File: config.mk
export PLATFORM = sky130hd
export DESIGN_NAME = nbc_seq_flat
export DESIGN_NICKNAME = d
export VERILOG_FILES = /design/src/nbc_pkg.sv /design/src/nbc_if.sv /design/src/nbc_seq.sv /design/src/flat_wrapper.sv
export SDC_FILE = /design/constraint.sdc
export NUM_CORES = 1
export LEC_CHECK = 0
export BUFFER_PORTS_ARGS = -buffer_cell sky130_fd_sc_hd__buf_2
export CELL_PAD_IN_SITES_DETAIL_PLACEMENT = 0
export CELL_PAD_IN_SITES_GLOBAL_PLACEMENT = 1
export CORE_MARGIN = 2
export CORE_UTILIZATION = 41
export CTS_CLUSTER_SIZE = 12
export DETAILED_ROUTE_END_ITERATION = 8
export HOLD_SLACK_MARGIN = 0.12
export PLACE_DENSITY = 0.84
export SLEW_MARGIN = 20
export SYNTH_ARGS = -nofsm -noshare
export SYNTH_HDL_FRONTEND = slang
export SYNTH_SLANG_ARGS = --single-unit
File: constraint.sdc
create_clock -name clk_i -period 4.4 [get_ports clk_i]
set_input_delay 0.66 -clock clk_i [delete_from_list [all_inputs] [get_ports clk_i]]
set_output_delay 0.66 -clock clk_i [all_outputs]
set_load 0.05 [all_outputs]
File: src/nbc_pkg.sv
// Package: field widths, command and status codes, register indexes and reset values.
`default_nettype none
package nbc_pkg;

  localparam int POS_W     = 11;
  localparam int LEN_W     = 12;
  localparam int DRAW_W    = 16;
  localparam int REC_W     = 16;
  localparam int OUT_CNT_W = 16;
  localparam int CFG_IDX_W = 2;
  localparam int CFG_DAT_W = 16;

  localparam int MAX_BITS_DEF    = 2048;
  localparam int COUNT_WIDTH_DEF = 16;

  typedef enum logic [1:0] {
    CMD_LOAD  = 2'd0,
    CMD_GEN   = 2'd1,
    CMD_READ  = 2'd2,
    CMD_CLEAR = 2'd3
  } cmd_e;

  typedef enum logic [1:0] {
    STAT_OK     = 2'd0,
    STAT_REPEAT = 2'd1,
    STAT_RANGE  = 2'd2
  } status_e;

  localparam logic [CFG_IDX_W-1:0] REG_CODE_LENGTH = 2'd0;
  localparam logic [CFG_IDX_W-1:0] REG_RECORD_TGT  = 2'd1;
  localparam logic [CFG_IDX_W-1:0] REG_FLIP_THR    = 2'd2;
  localparam logic [CFG_IDX_W-1:0] REG_KEEP_THR    = 2'd3;

  localparam logic [LEN_W-1:0]  CODE_LENGTH_RST = 12'd2048;
  localparam logic [REC_W-1:0]  RECORD_TGT_RST  = 16'd16384;
  localparam logic [DRAW_W-1:0] FLIP_THR_RST    = 16'd62259;
  localparam logic [DRAW_W-1:0] KEEP_THR_RST    = 16'd64225;

  localparam logic [REC_W-1:0] REC_MAX = {REC_W{1'b1}};

  typedef struct packed {
    logic [LEN_W-1:0]  code_length;
    logic [REC_W-1:0]  record_target;
    logic [DRAW_W-1:0] flip_thr;
    logic [DRAW_W-1:0] keep_thr;
  } cfg_t;

endpackage
`default_nettype wire

File: src/nbc_if.sv
// Channel interfaces: command items in, result items out, configuration writes.
`default_nettype none
interface nbc_in_if import nbc_pkg::*; ();
  logic              valid;
  logic              ready;
  logic [1:0]        command;
  logic [POS_W-1:0]  position;
  logic              code_bit;
  logic [POS_W-1:0]  pos_first;
  logic [POS_W-1:0]  pos_second;
  logic [POS_W-1:0]  pos_third;
  logic [DRAW_W-1:0] draw;
  logic [1:0]        pick;

  modport source (output valid, command, position, code_bit, pos_first, pos_second,
                  pos_third, draw, pick, input ready);
  modport sink (input valid, command, position, code_bit, pos_first, pos_second,
                pos_third, draw, pick, output ready);
endinterface

interface nbc_out_if import nbc_pkg::*; ();
  logic                 valid;
  logic                 ready;
  logic [1:0]           status;
  logic [OUT_CNT_W-1:0] zero_count;
  logic [OUT_CNT_W-1:0] one_count;
  logic [REC_W-1:0]     records_done;
  logic                 target_reached;

  modport source (output valid, status, zero_count, one_count, records_done,
                  target_reached, input ready);
  modport sink (input valid, status, zero_count, one_count, records_done,
                target_reached, output ready);
endinterface

`default_nettype wire

File: src/nbc_seq.sv
// Sequencer: decodes items, checks positions and steps counter updates through the counter RAM.
`default_nettype none
module nbc_seq import nbc_pkg::*; #(
  parameter int  MAX_BITS    = MAX_BITS_DEF,
  parameter int  COUNT_WIDTH = COUNT_WIDTH_DEF,
  localparam int AW          = (MAX_BITS > 1) ? $clog2(MAX_BITS) : 1,
  localparam int WW          = 2 * COUNT_WIDTH
) (
  input  wire logic          clk_i,
  input  wire logic          rst_ni,
  input  wire cfg_t          cfg_i,
  nbc_in_if.sink             in_ch,
  nbc_out_if.source          out_ch,
  output logic               cnt_we_o,
  output logic [AW-1:0]      cnt_waddr_o,
  output logic [WW-1:0]      cnt_wdata_o,
  output logic [AW-1:0]      cnt_raddr_o,
  input  wire logic [WW-1:0] cnt_rdata_i,
  output logic               code_we_o,
  output logic [AW-1:0]      code_waddr_o,
  output logic               code_wdata_o,
  output logic [AW-1:0]      code_raddr_o,
  input  wire logic          code_rdata_i
);

  localparam logic [2:0] S_CLEAR = 3'd0;
  localparam logic [2:0] S_IDLE  = 3'd1;
  localparam logic [2:0] S_CHECK = 3'd2;
  localparam logic [2:0] S_RD    = 3'd3;
  localparam logic [2:0] S_WR    = 3'd4;
  localparam logic [2:0] S_DONE  = 3'd5;

  localparam logic [AW-1:0]          LAST_ADDR = AW'(MAX_BITS - 1);
  localparam logic [COUNT_WIDTH-1:0] CNT_MAX   = {COUNT_WIDTH{1'b1}};

  logic [2:0]             state_q, state_d;
  logic [1:0]             cmd_q, cmd_d;
  logic [POS_W-1:0]       pos_q, pos_d;
  logic                   bit_q, bit_d;
  logic [POS_W-1:0]       p0_q, p0_d, p1_q, p1_d, p2_q, p2_d;
  logic [DRAW_W-1:0]      draw_q, draw_d;
  logic [1:0]             pick_q, pick_d;
  logic [1:0]             idx_q, idx_d;
  logic [1:0]             status_q, status_d;
  logic [COUNT_WIDTH-1:0] zc_q, zc_d, oc_q, oc_d;
  logic [REC_W-1:0]       rec_q, rec_d;
  logic [AW-1:0]          clr_addr_q, clr_addr_d;
  logic                   clr_cmd_q, clr_cmd_d;

  logic                   ov_q, ov_d;
  logic [1:0]             o_status_q, o_status_d;
  logic [OUT_CNT_W-1:0]   o_zc_q, o_zc_d, o_oc_q, o_oc_d;
  logic [REC_W-1:0]       o_rec_q, o_rec_d;
  logic                   o_tgt_q, o_tgt_d;

  logic [POS_W-1:0]       cur_pos;
  logic                   flip, new_bit;
  logic [COUNT_WIDTH-1:0] old_zero, old_one;

  function automatic logic in_range(input logic [POS_W-1:0] p, input logic [LEN_W-1:0] len);
    in_range = ({1'b0, p} < len) && (32'(p) < 32'(MAX_BITS));
  endfunction

  always_comb begin
    if (cmd_q == CMD_READ) begin
      cur_pos = pos_q;
    end else begin
      case (idx_q)
        2'd0:    cur_pos = p0_q;
        2'd1:    cur_pos = p1_q;
        default: cur_pos = p2_q;
      endcase
    end
  end

  assign cnt_raddr_o  = AW'(cur_pos);
  assign code_raddr_o = AW'(cur_pos);
  assign old_zero     = cnt_rdata_i[COUNT_WIDTH-1:0];
  assign old_one      = cnt_rdata_i[WW-1:COUNT_WIDTH];

  always_comb begin
    if (draw_q < cfg_i.flip_thr) begin
      flip = (idx_q == pick_q);
    end else if (draw_q < cfg_i.keep_thr) begin
      flip = (idx_q != pick_q);
    end else begin
      flip = 1'b1;
    end
    new_bit = code_rdata_i ^ flip;
  end

  assign in_ch.ready = (state_q == S_IDLE);

  always_comb begin
    state_d    = state_q;
    cmd_d      = cmd_q;
    pos_d      = pos_q;
    bit_d      = bit_q;
    p0_d       = p0_q;
    p1_d       = p1_q;
    p2_d       = p2_q;
    draw_d     = draw_q;
    pick_d     = pick_q;
    idx_d      = idx_q;
    status_d   = status_q;
    zc_d       = zc_q;
    oc_d       = oc_q;
    rec_d      = rec_q;
    clr_addr_d = clr_addr_q;
    clr_cmd_d  = clr_cmd_q;
    ov_d       = ov_q && !out_ch.ready;
    o_status_d = o_status_q;
    o_zc_d     = o_zc_q;
    o_oc_d     = o_oc_q;
    o_rec_d    = o_rec_q;
    o_tgt_d    = o_tgt_q;

    cnt_we_o     = 1'b0;
    cnt_waddr_o  = AW'(cur_pos);
    cnt_wdata_o  = cnt_rdata_i;
    code_we_o    = 1'b0;
    code_waddr_o = AW'(pos_q);
    code_wdata_o = bit_q;

    case (state_q)
      S_CLEAR: begin
        cnt_we_o    = 1'b1;
        cnt_waddr_o = clr_addr_q;
        cnt_wdata_o = '0;
        clr_addr_d  = clr_addr_q + AW'(1);
        if (clr_addr_q == LAST_ADDR) begin
          state_d = clr_cmd_q ? S_DONE : S_IDLE;
        end
      end
      S_IDLE: begin
        if (in_ch.valid) begin
          cmd_d    = in_ch.command;
          pos_d    = in_ch.position;
          bit_d    = in_ch.code_bit;
          p0_d     = in_ch.pos_first;
          p1_d     = in_ch.pos_second;
          p2_d     = in_ch.pos_third;
          draw_d   = in_ch.draw;
          pick_d   = (in_ch.pick == 2'd3) ? 2'd2 : in_ch.pick;
          idx_d    = 2'd0;
          status_d = STAT_OK;
          zc_d     = '0;
          oc_d     = '0;
          state_d  = S_CHECK;
        end
      end
      S_CHECK: begin
        case (cmd_q)
          CMD_LOAD: begin
            if (in_range(pos_q, cfg_i.code_length)) begin
              code_we_o = 1'b1;
            end else begin
              status_d = STAT_RANGE;
            end
            state_d = S_DONE;
          end
          CMD_GEN: begin
            if (p0_q == p1_q || p0_q == p2_q || p1_q == p2_q) begin
              status_d = STAT_REPEAT;
              state_d  = S_DONE;
            end else if (!in_range(p0_q, cfg_i.code_length) ||
                         !in_range(p1_q, cfg_i.code_length) ||
                         !in_range(p2_q, cfg_i.code_length)) begin
              status_d = STAT_RANGE;
              state_d  = S_DONE;
            end else begin
              state_d = S_RD;
            end
          end
          CMD_READ: begin
            if (in_range(pos_q, cfg_i.code_length)) begin
              state_d = S_RD;
            end else begin
              status_d = STAT_RANGE;
              state_d  = S_DONE;
            end
          end
          default: begin
            rec_d      = '0;
            clr_addr_d = '0;
            clr_cmd_d  = 1'b1;
            state_d    = S_CLEAR;
          end
        endcase
      end
      S_RD: begin
        state_d = S_WR;
      end
      S_WR: begin
        if (cmd_q == CMD_READ) begin
          zc_d    = old_zero;
          oc_d    = old_one;
          state_d = S_DONE;
        end else begin
          cnt_we_o = 1'b1;
          if (new_bit) begin
            cnt_wdata_o = {(old_one == CNT_MAX) ? old_one : old_one + 1'b1, old_zero};
          end else begin
            cnt_wdata_o = {old_one, (old_zero == CNT_MAX) ? old_zero : old_zero + 1'b1};
          end
          if (idx_q == 2'd2) begin
            rec_d   = (rec_q == REC_MAX) ? rec_q : rec_q + 1'b1;
            state_d = S_DONE;
          end else begin
            idx_d   = idx_q + 2'd1;
            state_d = S_RD;
          end
        end
      end
      S_DONE: begin
        if (!ov_q || out_ch.ready) begin
          ov_d       = 1'b1;
          o_status_d = status_q;
          o_zc_d     = OUT_CNT_W'(zc_q);
          o_oc_d     = OUT_CNT_W'(oc_q);
          o_rec_d    = rec_q;
          o_tgt_d    = (rec_q >= cfg_i.record_target);
          state_d    = S_IDLE;
        end
      end
      default: begin
        state_d = S_IDLE;
      end
    endcase
  end

  always_ff @(posedge clk_i or negedge rst_ni) begin
    if (!rst_ni) begin
      state_q    <= S_CLEAR;
      clr_addr_q <= '0;
      clr_cmd_q  <= 1'b0;
      rec_q      <= '0;
      idx_q      <= '0;
      cmd_q      <= CMD_LOAD;
      ov_q       <= 1'b0;
    end else begin
      state_q    <= state_d;
      clr_addr_q <= clr_addr_d;
      clr_cmd_q  <= clr_cmd_d;
      rec_q      <= rec_d;
      idx_q      <= idx_d;
      cmd_q      <= cmd_d;
      ov_q       <= ov_d;
    end
  end

  always_ff @(posedge clk_i) begin
    pos_q      <= pos_d;
    bit_q      <= bit_d;
    p0_q       <= p0_d;
    p1_q       <= p1_d;
    p2_q       <= p2_d;
    draw_q     <= draw_d;
    pick_q     <= pick_d;
    status_q   <= status_d;
    zc_q       <= zc_d;
    oc_q       <= oc_d;
    o_status_q <= o_status_d;
    o_zc_q     <= o_zc_d;
    o_oc_q     <= o_oc_d;
    o_rec_q    <= o_rec_d;
    o_tgt_q    <= o_tgt_d;
  end

  assign out_ch.valid          = ov_q;
  assign out_ch.status         = o_status_q;
  assign out_ch.zero_count     = o_zc_q;
  assign out_ch.one_count      = o_oc_q;
  assign out_ch.records_done   = o_rec_q;
  assign out_ch.target_reached = o_tgt_q;

endmodule
`default_nettype wire

File: src/flat_wrapper.sv
// flat-port wrapper written by rule: the top's interface ports become plain ports
module nbc_seq_flat import nbc_pkg::*;
#(
  parameter int  MAX_BITS    = MAX_BITS_DEF,
  parameter int  COUNT_WIDTH = COUNT_WIDTH_DEF,
  localparam int AW          = (MAX_BITS > 1) ? $clog2(MAX_BITS) : 1,
  localparam int WW          = 2 * COUNT_WIDTH
)
  (clk_i, rst_ni, cfg_i, cnt_we_o, cnt_waddr_o, cnt_wdata_o, cnt_raddr_o, cnt_rdata_i, code_we_o, code_waddr_o, code_wdata_o, code_raddr_o, code_rdata_i, in_ch_valid, in_ch_command, in_ch_position, in_ch_code_bit, in_ch_pos_first, in_ch_pos_second, in_ch_pos_third, in_ch_draw, in_ch_pick, in_ch_ready, out_ch_valid, out_ch_status, out_ch_zero_count, out_ch_one_count, out_ch_records_done, out_ch_target_reached, out_ch_ready);
  nbc_in_if in_ch_i ();
  nbc_out_if out_ch_i ();
  input  wire logic clk_i;
  input  wire logic rst_ni;
  input  wire cfg_t cfg_i;
  output logic cnt_we_o;
  output logic [AW-1:0] cnt_waddr_o;
  output logic [WW-1:0] cnt_wdata_o;
  output logic [AW-1:0] cnt_raddr_o;
  input  wire logic [WW-1:0] cnt_rdata_i;
  output logic code_we_o;
  output logic [AW-1:0] code_waddr_o;
  output logic code_wdata_o;
  output logic [AW-1:0] code_raddr_o;
  input  wire logic code_rdata_i;
  input wire logic [$bits(in_ch_i.valid)-1:0] in_ch_valid;
  input wire logic [$bits(in_ch_i.command)-1:0] in_ch_command;
  input wire logic [$bits(in_ch_i.position)-1:0] in_ch_position;
  input wire logic [$bits(in_ch_i.code_bit)-1:0] in_ch_code_bit;
  input wire logic [$bits(in_ch_i.pos_first)-1:0] in_ch_pos_first;
  input wire logic [$bits(in_ch_i.pos_second)-1:0] in_ch_pos_second;
  input wire logic [$bits(in_ch_i.pos_third)-1:0] in_ch_pos_third;
  input wire logic [$bits(in_ch_i.draw)-1:0] in_ch_draw;
  input wire logic [$bits(in_ch_i.pick)-1:0] in_ch_pick;
  output wire logic [$bits(in_ch_i.ready)-1:0] in_ch_ready;
  output wire logic [$bits(out_ch_i.valid)-1:0] out_ch_valid;
  output wire logic [$bits(out_ch_i.status)-1:0] out_ch_status;
  output wire logic [$bits(out_ch_i.zero_count)-1:0] out_ch_zero_count;
  output wire logic [$bits(out_ch_i.one_count)-1:0] out_ch_one_count;
  output wire logic [$bits(out_ch_i.records_done)-1:0] out_ch_records_done;
  output wire logic [$bits(out_ch_i.target_reached)-1:0] out_ch_target_reached;
  input wire logic [$bits(out_ch_i.ready)-1:0] out_ch_ready;
  assign in_ch_i.valid = in_ch_valid;
  assign in_ch_i.command = in_ch_command;
  assign in_ch_i.position = in_ch_position;
  assign in_ch_i.code_bit = in_ch_code_bit;
  assign in_ch_i.pos_first = in_ch_pos_first;
  assign in_ch_i.pos_second = in_ch_pos_second;
  assign in_ch_i.pos_third = in_ch_pos_third;
  assign in_ch_i.draw = in_ch_draw;
  assign in_ch_i.pick = in_ch_pick;
  assign in_ch_ready = in_ch_i.ready;
  assign out_ch_valid = out_ch_i.valid;
  assign out_ch_status = out_ch_i.status;
  assign out_ch_zero_count = out_ch_i.zero_count;
  assign out_ch_one_count = out_ch_i.one_count;
  assign out_ch_records_done = out_ch_i.records_done;
  assign out_ch_target_reached = out_ch_i.target_reached;
  assign out_ch_i.ready = out_ch_ready;
  nbc_seq #(.MAX_BITS(MAX_BITS), .COUNT_WIDTH(COUNT_WIDTH)) u_core (.clk_i(clk_i), .rst_ni(rst_ni), .cfg_i(cfg_i), .in_ch(in_ch_i), .out_ch(out_ch_i), .cnt_we_o(cnt_we_o), .cnt_waddr_o(cnt_waddr_o), .cnt_wdata_o(cnt_wdata_o), .cnt_raddr_o(cnt_raddr_o), .cnt_rdata_i(cnt_rdata_i), .code_we_o(code_we_o), .code_waddr_o(code_waddr_o), .code_wdata_o(code_wdata_o), .code_raddr_o(code_raddr_o), .code_rdata_i(code_rdata_i));
endmodule
== After elaboration in Yosys (flattened, before gate mapping) ==
Cells that the tools add are included.
Word-level totals
  register bits: 184
  bits in latches: 0
  RAM bits: 0
  memory bits (read-only): 0
  input port bits: 162
  output and inout port bits: 132
  logic and storage cells: 145
  memories kept: 0
Cells by class
  add/subtract/negate cells: 5
  $mul: 0
  div/mod/pow operators: 0
  order comparisons: 7
  equality and inequality tests: 31
  shift-type cells: 0
  muxes and demuxes: 49
  bitwise gates (word level): 2
  reduce and logical (&&, ||, !) cells: 29
Operators by type and width (count)
  16-bit 2-to-1 mux: 9
  16-bit case mux with 2 select lines: 3
  32-bit 2-to-1 mux: 2
  32-bit case mux with 2 select lines: 1
  16-bit by 1-bit adder with 16-bit output (second input constant): 3
  16-bit equality test (second input constant): 3
  11-bit by 12-bit less-than comparator with 1-bit output: 4
  11-bit case mux with 2 select lines: 2
  11-bit equality test: 3
  11-bit 2-to-1 mux: 3
  16-bit less-than comparator: 2
  3-bit 2-to-1 mux: 9
  3-bit case mux with 6 select lines: 1
  16-bit greater-or-equal comparator: 1
  2-bit 2-to-1 mux: 6
  2-bit case mux with 2 select lines: 3
  11-bit by 1-bit adder with 11-bit output (second input constant): 1
  11-bit equality test (second input constant): 1
  2-bit inequality test (second input constant): 5
  5-bit AND reduction: 2
  3-bit case mux with 3 select lines: 1
  1-bit 2-to-1 mux: 8
  2-bit by 1-bit inequality test with 1-bit output (second input constant): 4
  2-bit AND reduction: 4
  23 further kinds: 42

== Longest topological paths before layout ==
Gate-level depths: netlist of the first run.
  depth in word-level cells: 8
  gate-level depth with buffers: 12
  depth with buffers taken out: 10

== Worst setup path before layout of the first run ==
No wires, ideal clock.
  kind: input to output
  from: in cfg_i[18] (netlist bit)
  to: out cnt_wdata_o[31]
  arrival: 3665 ps
  data required time: 3740 ps
  path slack: 75 ps
  stages: 11
  path buffers: 1
  cell sequence: inv_1 ha_1 a211o_1 a31oi_1 o31ai_1 a21o_1 a31oi_4 xor2_1 buf_2 a21oi_1 a311oi_1
On the way
  cells in the longest elaborated chain, start to end: 6
RTL lines
  from (decl): RTL line flat_wrapper.sv:14  | input wire cfg_t cfg_i;
  16-bit less-than comparator: RTL line nbc_seq.sv:82  | if (draw_q < cfg_i.flip_thr) begin
  1-bit 2-to-1 mux: RTL line nbc_seq.sv:82
  1-bit XOR: RTL line nbc_seq.sv:89  | new_bit = code_rdata_i ^ flip;
  32-bit 2-to-1 mux: RTL line nbc_seq.sv:201  | if (new_bit) begin
  32-bit 2-to-1 mux: RTL line nbc_seq.sv:195  | if (cmd_q == CMD_READ) begin
  32-bit case mux with 2 select lines: RTL line nbc_seq.sv:125  | case (state_q)
  to (decl): RTL line flat_wrapper.sv:17  | output logic [WW-1:0] cnt_wdata_o;
No other way between the ends.

== Worst setup path in the final report of the first run ==
  from: reg u_core.draw_q[13]
  to: out cnt_wdata_o[7]
On the way
  cells in the longest elaborated chain, start to end: 7
  elaborated cells on any way between the ends: 8
  those cells by class: order compare (2); mux (5); bitwise (1)
RTL lines
  from (decl): RTL line nbc_seq.sv:41  | logic [DRAW_W-1:0] draw_q, draw_d;
  from (signal assigned): RTL line nbc_seq.sv:258  | draw_q <= draw_d;
  16-bit less-than comparator: RTL line nbc_seq.sv:84  | end else if (draw_q < cfg_i.keep_thr) begin
  1-bit 2-to-1 mux: RTL line nbc_seq.sv:84
  1-bit 2-to-1 mux *: RTL line nbc_seq.sv:82
  1-bit XOR *: RTL line nbc_seq.sv:89
  32-bit 2-to-1 mux *: RTL line nbc_seq.sv:201
  32-bit 2-to-1 mux *: RTL line nbc_seq.sv:195
  32-bit case mux with 2 select lines *: RTL line nbc_seq.sv:125
Every way passes the cells marked *; elsewhere a longest branch is shown, timed or not.

==> impl_metrics.tcl, run 1 <==
set metrics [dict create \
    grt_pass1_wl_um 43900 \
    gp_congestion 0.921 \
    critical_path_peak_fanout 32 \
    holdBufCountCts 0 \
    synth.top_cell.area_share_pct 41.8 \
    antenna_found_initial 4 \
    rsz0062_at_grt "false" \
    dp_hpwl_um 21600 \
    htree_levels 4 \
    insertion_delay_ps 430 \
    track_usage_pct 20.9 \
    endpoint_kind "output port" \
    first_global_vias 8530 \
    drtIter0Drc 591 \
    yosysTopAreaCell "edfxtp_1" \
    tightest_slew_ps 851 \
    avgRoutedWirePerCell_um 17.7 \
    start_util_pct 42.0 \
    synth_nets 1254 \
    setup_viol 0 \
    viasPerCell 5.35 \
    cp.required_ps 3740 \
    peakVddDrop_mv 0.807 \
    cts_resized 0 \
    num_rows 58 \
    cts_sinks 184 \
    yosysWarnings 0 \
    hold_class "primary input to asynchronous set/reset pin" \
    cts.clk_slew.worst_paths_ps 80 \
    synth.distinct_cells 60 \
    port_buffers 293 \
    cts_tree "done" \
    syn_to_final_growth_pct 22.3 \
    root_buffer "clkbuf_16" \
    synthTopCellsByArea "edfxtp_1, ha_1, dfrtp_1" \
    setup_tns_ps 0 \
    grt.overflow.total 0 \
    num_vias 8672 \
    clk_path_buf_depth 2 \
    nets 1530 \
    post_layout_nonfiller_instances 1620 \
    setup_ws_ps 194 \
    post-place-ws_ps 214 \
    final_layout_size_suffix_gt1_share_pct 27.6 \
    yosys_register_bits 184 \
    avgSynthCellArea_um2 10.6 \
    dieWidth_um 165 \
    syn_inst 999 \
    cap_violations 0 \
    finalHoldViolCount 0 \
    fin_crit_ps 4210 \
    crit_type "register to output port" \
    max_freq_mhz 238 \
    power.leakage_nw 6.05 \
    final_cell_mix "buf_2, edfxtp_1, ha_1" \
    post-route-drc-count 0 \
    maxSlewViolCount 0 \
    ioPinCount 294 \
    arrival_ps 3550 \
    status "finished clean" \
    drt_first_pass_iters 5 \
    die-height_um 165 \
    cts_setup_buffers 0 \
    async_flop_share_pct 19.6 \
    final_common_cell "buf_2" \
    routed_wirelength_um 28700 \
    die_area_um2 27200 \
    ant_nets 0 \
    syn_area_um2 10600 \
    grt_max_degree 44 \
    finalCritPeriodShare_pct 95.6 \
    cts_buffers 17 \
    fin_skew_ps 11.6 \
    power_density_nw_per_um2 657 \
    slew_headroom_pct 43.3 \
    cp-start-kind "register" \
    core_area_um2 25300 \
    synth_edf_count 148 \
    ys.flop_type "edfxtp_1" \
    place_inst 1586 \
    synth_seq_area_share_pct 50.3 \
]
==> cells in the mapped netlist (7+ instances only) <==
cell / instances
edfxtp_1: 148
ha_1: 93
nand2_1: 87
inv_1: 68
nor2_1: 62
a21oi_1: 55
xor2_1: 49
and3_1: 44
dfrtp_1: 36
nand4_1: 36
a21o_1: 32
clkbuf_1: 30
nand3_1: 29
or3_1: 24
o21ai_0: 18
o21ai_1: 18
nand2b_1: 15
a31oi_1: 14
nor3_1: 14
buf_4: 13
a22oi_1: 12
and2_1: 9
nor2b_1: 8
nor4_1: 7
o31ai_1: 7
==> stage by stage <==
| step | hold slack (ps) | utilization (%) | instance area [um^2] | power (mW) |
|---|---|---|---|---|
| after global routing | 382 | 51.3 | 13000 | 8.99 |
| after global placement | 401 | 48.9 | 12400 | 6.97 |
| final | 331 | 51.3 | 13000 | 8.54 |
| after detailed placement | 405 | 48.9 | 12400 | 7.02 |
| after CTS | 362 | 51.3 | 13000 | 8.59 |
| after floorplan | 364 | - | 10600 | 5.92 |
==> layout make-up <==
cell class | instances | area, um^2
antenna | 2 | 5.00
clock buffer | 17 | 425
clock inverter | 15 | 163
fill | 2315 | 12300
inverter | 68 | 255
multi-input combinational | 698 | 4820
sequential | 184 | 5350
tap | 330 | 413
timing repair buffer | 306 | 1580
==> registers in the layout, summed over array words and instances, names as in the netlist <==
signal / cells
u_core.out_ch.records_done: 16
u_core.oc_q: 16
u_core.pick_q: 2
u_core.out_ch.status: 2
u_core.clr_cmd_q: 1
u_core.status_q: 2
u_core.zc_q: 16
u_core.p1_q: 11
u_core.code_wdata_o: 1
u_core.draw_q: 16
u_core.idx_q: 2
u_core.code_waddr_o: 11
u_core.p2_q: 11
u_core.clr_addr_q: 11
u_core.out_ch.target_reached: 1
u_core.state_q: 3
u_core.rec_q: 16
u_core.out_ch.one_count: 16
u_core.out_ch.valid: 1
u_core.p0_q: 11
u_core.out_ch.zero_count: 16
u_core.cmd_q: 2
==> final timing paths <==
path | startpoint | to | slack [ps] | depth (start not counted)
setup / recovery | u_core.draw_q[13]$_DFFE_PP_ | cnt_wdata_o[7] | 190 | 11
hold reg to reg | u_core.zc_q[15]$_SDFFCE_PN0P_ | u_core.out_ch.zero_count[15]$_DFFE_PP_ | 420 | 0
setup reg to reg | u_core.state_q[2]$_DFFE_PN0P_ | u_core.pick_q[1]$_SDFFCE_PN1P_ | 1600 | 5
min in group clk_i | in_ch_position[0] | u_core.code_waddr_o[0]$_DFFE_PP_ | 390 | 1
max in group asynchronous | rst_ni | u_core.cmd_q[0]$_DFFE_PN0P_ | 3530 | 1
hold / removal | rst_ni | u_core.rec_q[11]$_DFFE_PN0P_ | 330 | 1
==> worst max-delay path, stage by stage, from the launching register on <==
cell and delay [ps]:
edfxtp_1 420, ha_1 310, a21oi_1 130, nor2b_1 60, o21ai_0 130, nor4bb_1 480, a31oi_4 250, xor2_2 210
buf_12 190, or4_1 500, a21oi_1 150, buf_2 270
==> layer usage <==
| layer | vias to the layer above | share of wire [%] | global-route usage, % |
|---|---|---|---|
| li1 | 4211 | - | - |
| met1 | 4125 | 44 | 27.2 |
| met2 | 296 | 48 | 34.9 |
| met3 | 36 | 6.6 | 4.70 |
| met4 | 4 | 1.4 | 6.21 |
| met5 | - | 0.073 | 0 |
==> report_power, final <==
part	switching, mW	total [mW]	internal [mW]
clock network	0.750	1.56	0.807
logic	3.43	4.49	1.06
registers	0.243	2.49	2.25
==> kinds of logic after synthesis <==
kind of cell | share of synthesized area (%)
AND/OR/NAND/NOR | 17.0
AO/OA/AOI/OAI | 12.0
flip-flops | 50.3
buffers and inverters | 4.72
adder cells (fa/ha/maj) | 10.9
XOR/XNOR | 4.52
multiplexers | 0.494
Power figures use the tool's default switching activity.
==> run 2: changes to the inputs <==
--- a/config.mk
+++ b/config.mk
@@ -14,6 +14,7 @@
 export DETAILED_ROUTE_END_ITERATION = 8
 export HOLD_SLACK_MARGIN = 0.12
 export PLACE_DENSITY = 0.84
+export RECOVER_POWER = 25
 export SLEW_MARGIN = 20
 export SYNTH_ARGS = -nofsm -noshare
 export SYNTH_HDL_FRONTEND = slang
==> constraint.sdc (replaced) <==
create_clock -name clk_i -period 4.4 [get_ports clk_i]
set_input_delay 0.66 -clock clk_i [delete_from_list [all_inputs] [get_ports clk_i]]
set_output_delay 0.66 -clock clk_i [all_outputs]
set_load 0.01 [all_outputs]
==> impl_metrics.tcl, run 2 (same netlist as run 1, synthesis figures left out) <==
set metrics [dict create \
    cp.required_ps 3740 \
    place_inst 1586 \
    setup_tns_ps 0 \
    finalHoldViolCount 0 \
    cap_violations 1 \
    crit_type "register to output port" \
    gp_congestion 0.925 \
    grtUsageMet1_pct 28.2 \
    cts_resized 0 \
    root_buffer "clkbuf_16" \
    cp-start-kind "register" \
    clk_path_buf_depth 2 \
    drt_first_pass_iters 5 \
    post_layout_nonfiller_instances 1622 \
    first_global_vias 8310 \
    hold_class "primary input to register" \
    num_rows 58 \
    cts_setup_buffers 0 \
    power_density_nw_per_um2 542 \
    hold-worst-slack_ps 390 \
    rsz0062_at_grt "false" \
    arrival_ps 3440 \
    cts.clk_slew.worst_paths_ps 80 \
    final_common_cell "buf_2" \
    num_vias 8657 \
    start_util_pct 42.0 \
    die-height_um 165 \
    dieWidth_um 165 \
    use_met2_pct 33.9 \
    fin_crit_ps 4100 \
    grt_max_degree 37 \
    finalCritPeriodShare_pct 93.2 \
    final_util_pct 51.3 \
    cts_sinks 184 \
    htree_levels 4 \
    ant_nets 0 \
    syn_to_final_growth_pct 22.3 \
    cts_buffers 17 \
    cts_tree "done" \
    drtIter0Drc 654 \
    placed_area_um2 12400 \
    post-route-drc-count 0 \
    p_total_mw 7.04 \
    status "finished, violations left" \
    endpoint_kind "output port" \
    port_buffers 293 \
    grt_pass1_wl_um 43800 \
    viasPerCell 5.34 \
    post-place-ws_ps 366 \
    max_freq_mhz 244 \
    tightest_slew_ps 2090 \
    violations "capacitance limit, slew limit" \
    globalRouteMet3Util_pct 4.19 \
    slew_headroom_pct -39.3 \
    nets 1530 \
    holdBufCountCts 0 \
    final_cell_area_um2 13000 \
    setup_ws_ps 298 \
    peakVddDrop_mv 0.308 \
    fin_skew_ps 16.4 \
    dp_hpwl_um 21500 \
    track_usage_pct 20.9 \
    busiest_layer "met2" \
    avgRoutedWirePerCell_um 17.4 \
    reg2reg_slack_ps 1600 \
    grt.overflow.total 0 \
    critical_path_peak_fanout 12 \
    antenna_found_initial 4 \
    power.leakage_nw 6.05 \
    final_layout_size_suffix_gt1_share_pct 27.5 \
    ioPinCount 294 \
    die_area_um2 27200 \
    maxSlewViolCount 37 \
    insertion_delay_ps 440 \
    final_cell_mix "buf_2, edfxtp_1, ha_1" \
    core_area_um2 25300 \
    fillers 2346 \
    setup_viol 0 \
    routed_wirelength_um 28200 \
]
-- run 2: report_power, final --
part           total [mW]  switching [mW]  internal (mW)
Sequential           2.50           0.252           2.25
Clock                1.58           0.726          0.855
Combinational        2.96            1.91           1.05
Total                7.04            2.89           4.15
-- run 2: layer usage --
layer / part of all wire, % / up-vias / wire length (um)
met5: 0.046 / - / 13
met4: 1.8 / 2 / 514
met1: 45 / 4074 / 12600
li1: - / 4219 / -
met2: 47 / 322 / 13200
met3: 6.5 / 40 / 1830
-- run 2: worst paths after layout --
check	startpoint	end	cells past startpoint
min in group asynchronous	rst_ni	u_core.rec_q[11]$_DFFE_PN0P_	1
max in group asynchronous	rst_ni	u_core.clr_addr_q[6]$_DFFE_PN0P_	1
worst max-delay path	u_core.draw_q[13]$_DFFE_PP_	cnt_wdata_o[28]	11
worst min-delay path	in_ch_position[4]	u_core.code_waddr_o[4]$_DFFE_PP_	1
worst max register to register	u_core.state_q[2]$_DFFE_PN0P_	u_core.p0_q[3]$_DFFE_PP_	4
worst min register to register	u_core.oc_q[1]$_SDFFCE_PN0P_	u_core.out_ch.one_count[1]$_DFFE_PP_	0
-- run 2: critical path: stages, from the launching register on --
cell and delay (ps):
edfxtp_1 420, ha_1 320, a21oi_1 140, nor2b_1 60, o21ai_0 120, nor4bb_1 450
a31oi_4 220, xnor2_2 510, buf_4 280, nor2_1 100, a41oi_1 210, buf_2 180
-- run 2: layout make-up --
type / count / area, um^2 / share of cell area [%]
clock buffer: 18 / 429 / 3.30
sequential: 184 / 5350 / 41.1
antenna: 4 / 10.0 / 0.0770
clock inverter: 14 / 160 / 1.23
multi-input combinational: 698 / 4810 / 37.0
timing repair buffer: 306 / 1580 / 12.1
tap: 330 / 413 / 3.18
inverter: 68 / 255 / 1.96
==> run 3: changes to the inputs <==
==> constraint.sdc (replaced) <==
create_clock -name clk_i -period 4.5 [get_ports clk_i]
set_input_delay 0.675 -clock clk_i [delete_from_list [all_inputs] [get_ports clk_i]]
set_output_delay 0.675 -clock clk_i [all_outputs]
set_load 0.01 [all_outputs]
==> impl_metrics.tcl, run 3 (same netlist as run 1, synthesis figures left out) <==
set metrics [dict create \
    fin_crit_ps 4100 \
    drt_first_pass_iters 5 \
    crit_type "register to output port" \
    final_layout_size_suffix_gt1_share_pct 27.4 \
    grt.overflow.total 0 \
    routed_wirelength_um 28700 \
    port_buffers 293 \
    root_buffer "clkbuf_16" \
    avgRoutedWirePerCell_um 17.7 \
    p_switching_mw 2.86 \
    maxSlewViolCount 37 \
    placed_area_um2 12400 \
    die_area_um2 27200 \
    grt_max_degree 47 \
    swShare_pct 41.3 \
    syn_to_final_growth_pct 22.3 \
    cts_sinks 184 \
    slowest_stage "or4_1" \
    cp.buffers_inverters 2 \
    cts_buffers 17 \
    critical_path_peak_fanout 32 \
    cts_tree "done" \
    num_rows 58 \
    power.leakage_nw 6.04 \
    start_util_pct 42.0 \
    post-route-drc-count 0 \
    grt_pass1_wl_um 44200 \
    setup_tns_ps 0 \
    cp-start-kind "register" \
    status "finished, violations left" \
    final_common_cell "buf_2" \
    setup_viol 0 \
    endpoint_kind "output port" \
    final_cell_mix "buf_2, edfxtp_1, ha_1" \
    dp_hpwl_um 21500 \
    tightest_slew_ps 2100 \
    cpPeakStageDelay_ps 500 \
    max_freq_mhz 244 \
    violations "capacitance limit, slew limit" \
    p_comb_share_pct 42.3 \
    ioPinCount 294 \
    fin_skew_ps 12.3 \
    cap_violations 1 \
    hold_class "primary input to register" \
    arrival_ps 3420 \
    antenna_found_initial 4 \
    ant_nets 0 \
    p_int_mw 4.06 \
    slew_headroom_pct -40.0 \
    viasPerCell 5.37 \
    gp_congestion 0.935 \
    final_cell_area_um2 13000 \
    drtIter0Drc 559 \
    track_usage_pct 21.1 \
    first_global_vias 8383 \
    finalCritPeriodShare_pct 91.0 \
    insertion_delay_ps 430 \
    clk_path_buf_depth 2 \
    clock_power_share_pct 22.6 \
    num_vias 8696 \
    dieWidth_um 165 \
    cts.clk_slew.worst_paths_ps 80 \
    nets 1530 \
    die-height_um 165 \
    final_util_pct 51.3 \
    cp.required_ps 3830 \
    finalHoldViolCount 0 \
    core_area_um2 25300 \
    seq_power_share_pct 35.1 \
    critPathTopFamily "compound AO/OA/AOI/OAI gates" \
    power_density_nw_per_um2 533 \
    peakVddDrop_mv 0.297 \
    htree_levels 4 \
    rsz0062_at_grt "false" \
    path_cells "ha_1 -> a211o_1 -> a31oi_1 -> o31ai_1 -> a21o_1 -> a31oi_4 -> xor2_2 -> buf_12 -> or4_1 -> a21oi_1 -> buf_2" \
]
## run 3: changes by cell type in the layout (fill, tap and decap cells not counted), sizes merged
| cell | before | now |
|---|---|---|
| clkinvlp | 2 | 5 |
| diode | 4 | 1 |
| clkinv | 3 | 1 |
| buf | 305 | 304 |
| clkbuf | 19 | 20 |
| inv | 75 | 74 |
## run 3: final timing paths
path / start / to / slack [ps] / cells past startpoint
min in group asynchronous: rst_ni / u_core.rec_q[11]$_DFFE_PN0P_ / 850 / 1
setup reg to reg: u_core.state_q[2]$_DFFE_PN0P_ / u_core.draw_q[15]$_DFFE_PP_ / 1750 / 5
max in group asynchronous: rst_ni / u_core.clr_addr_q[4]$_DFFE_PN0P_ / 2450 / 1
setup / recovery: u_core.draw_q[2]$_DFFE_PP_ / cnt_wdata_o[4] / 400 / 11
hold reg to reg: u_core.zc_q[12]$_SDFFCE_PN0P_ / u_core.out_ch.zero_count[12]$_DFFE_PP_ / 420 / 0
hold / removal: in_ch_pos_third[2] / u_core.p2_q[2]$_DFFE_PP_ / 410 / 1
## run 3: power groups by stage
stage	logic, mW	clock network [mW]	registers [mW]
2_1_floorplan	1.90	0	2.42
3_3_place_gp	2.90	0	2.45
3_5_place_dp	2.93	0	2.46
4_1_cts	2.94	1.60	2.43
5_1_grt	3.24	1.67	2.46
6_report	2.93	1.56	2.43
## run 3: metrics by stage
step | instances | hold WS [ps] | worst slack, ps | power (mW)
finish | 1619 | 408 | 404 | 6.93
floorplan | 999 | 379 | 626 | 4.32
global route | 1618 | 394 | 210 | 7.38
CTS | 1618 | 379 | 228 | 6.97
global placement | 1586 | 401 | 351 | 5.35
detailed placement | 1586 | 405 | 311 | 5.40
## run 3: layer usage
| metal | global-route usage [%] | routed length, um |
|---|---|---|
| met4 | 6.44 | 490 |
| met5 | 0 | 55 |
| met1 | 27.9 | 12800 |
| met3 | 4.29 | 1970 |
| met2 | 34.8 | 13400 |
## run 3: layout make-up
cell class / count / area, um^2
Clock buffer: 18 / 429
Tap cell: 330 / 413
Inverter: 68 / 255
Timing Repair Buffer: 306 / 1570
Clock inverter: 14 / 163
Sequential cell: 184 / 5350
Fill cell: 2338 / 12300
Multi-Input combinational cell: 698 / 4820
Antenna cell: 1 / 2.50
## run 3: repair_timing
item / 4_1_cts / 5_1_grt
hold buffers: 0 / 0
resized for setup: 0 / 1
buffers inserted: 0 / 0
endpoints found under the setup margin: 0 / 1
## run 3: worst register-to-register path, stage by stage, from the launching register on
cell,delay [ps]
dfrtp_1,380
buf_4,220
nor3b_1,330
nand2_1,320
inv_2,770
buf_4,430
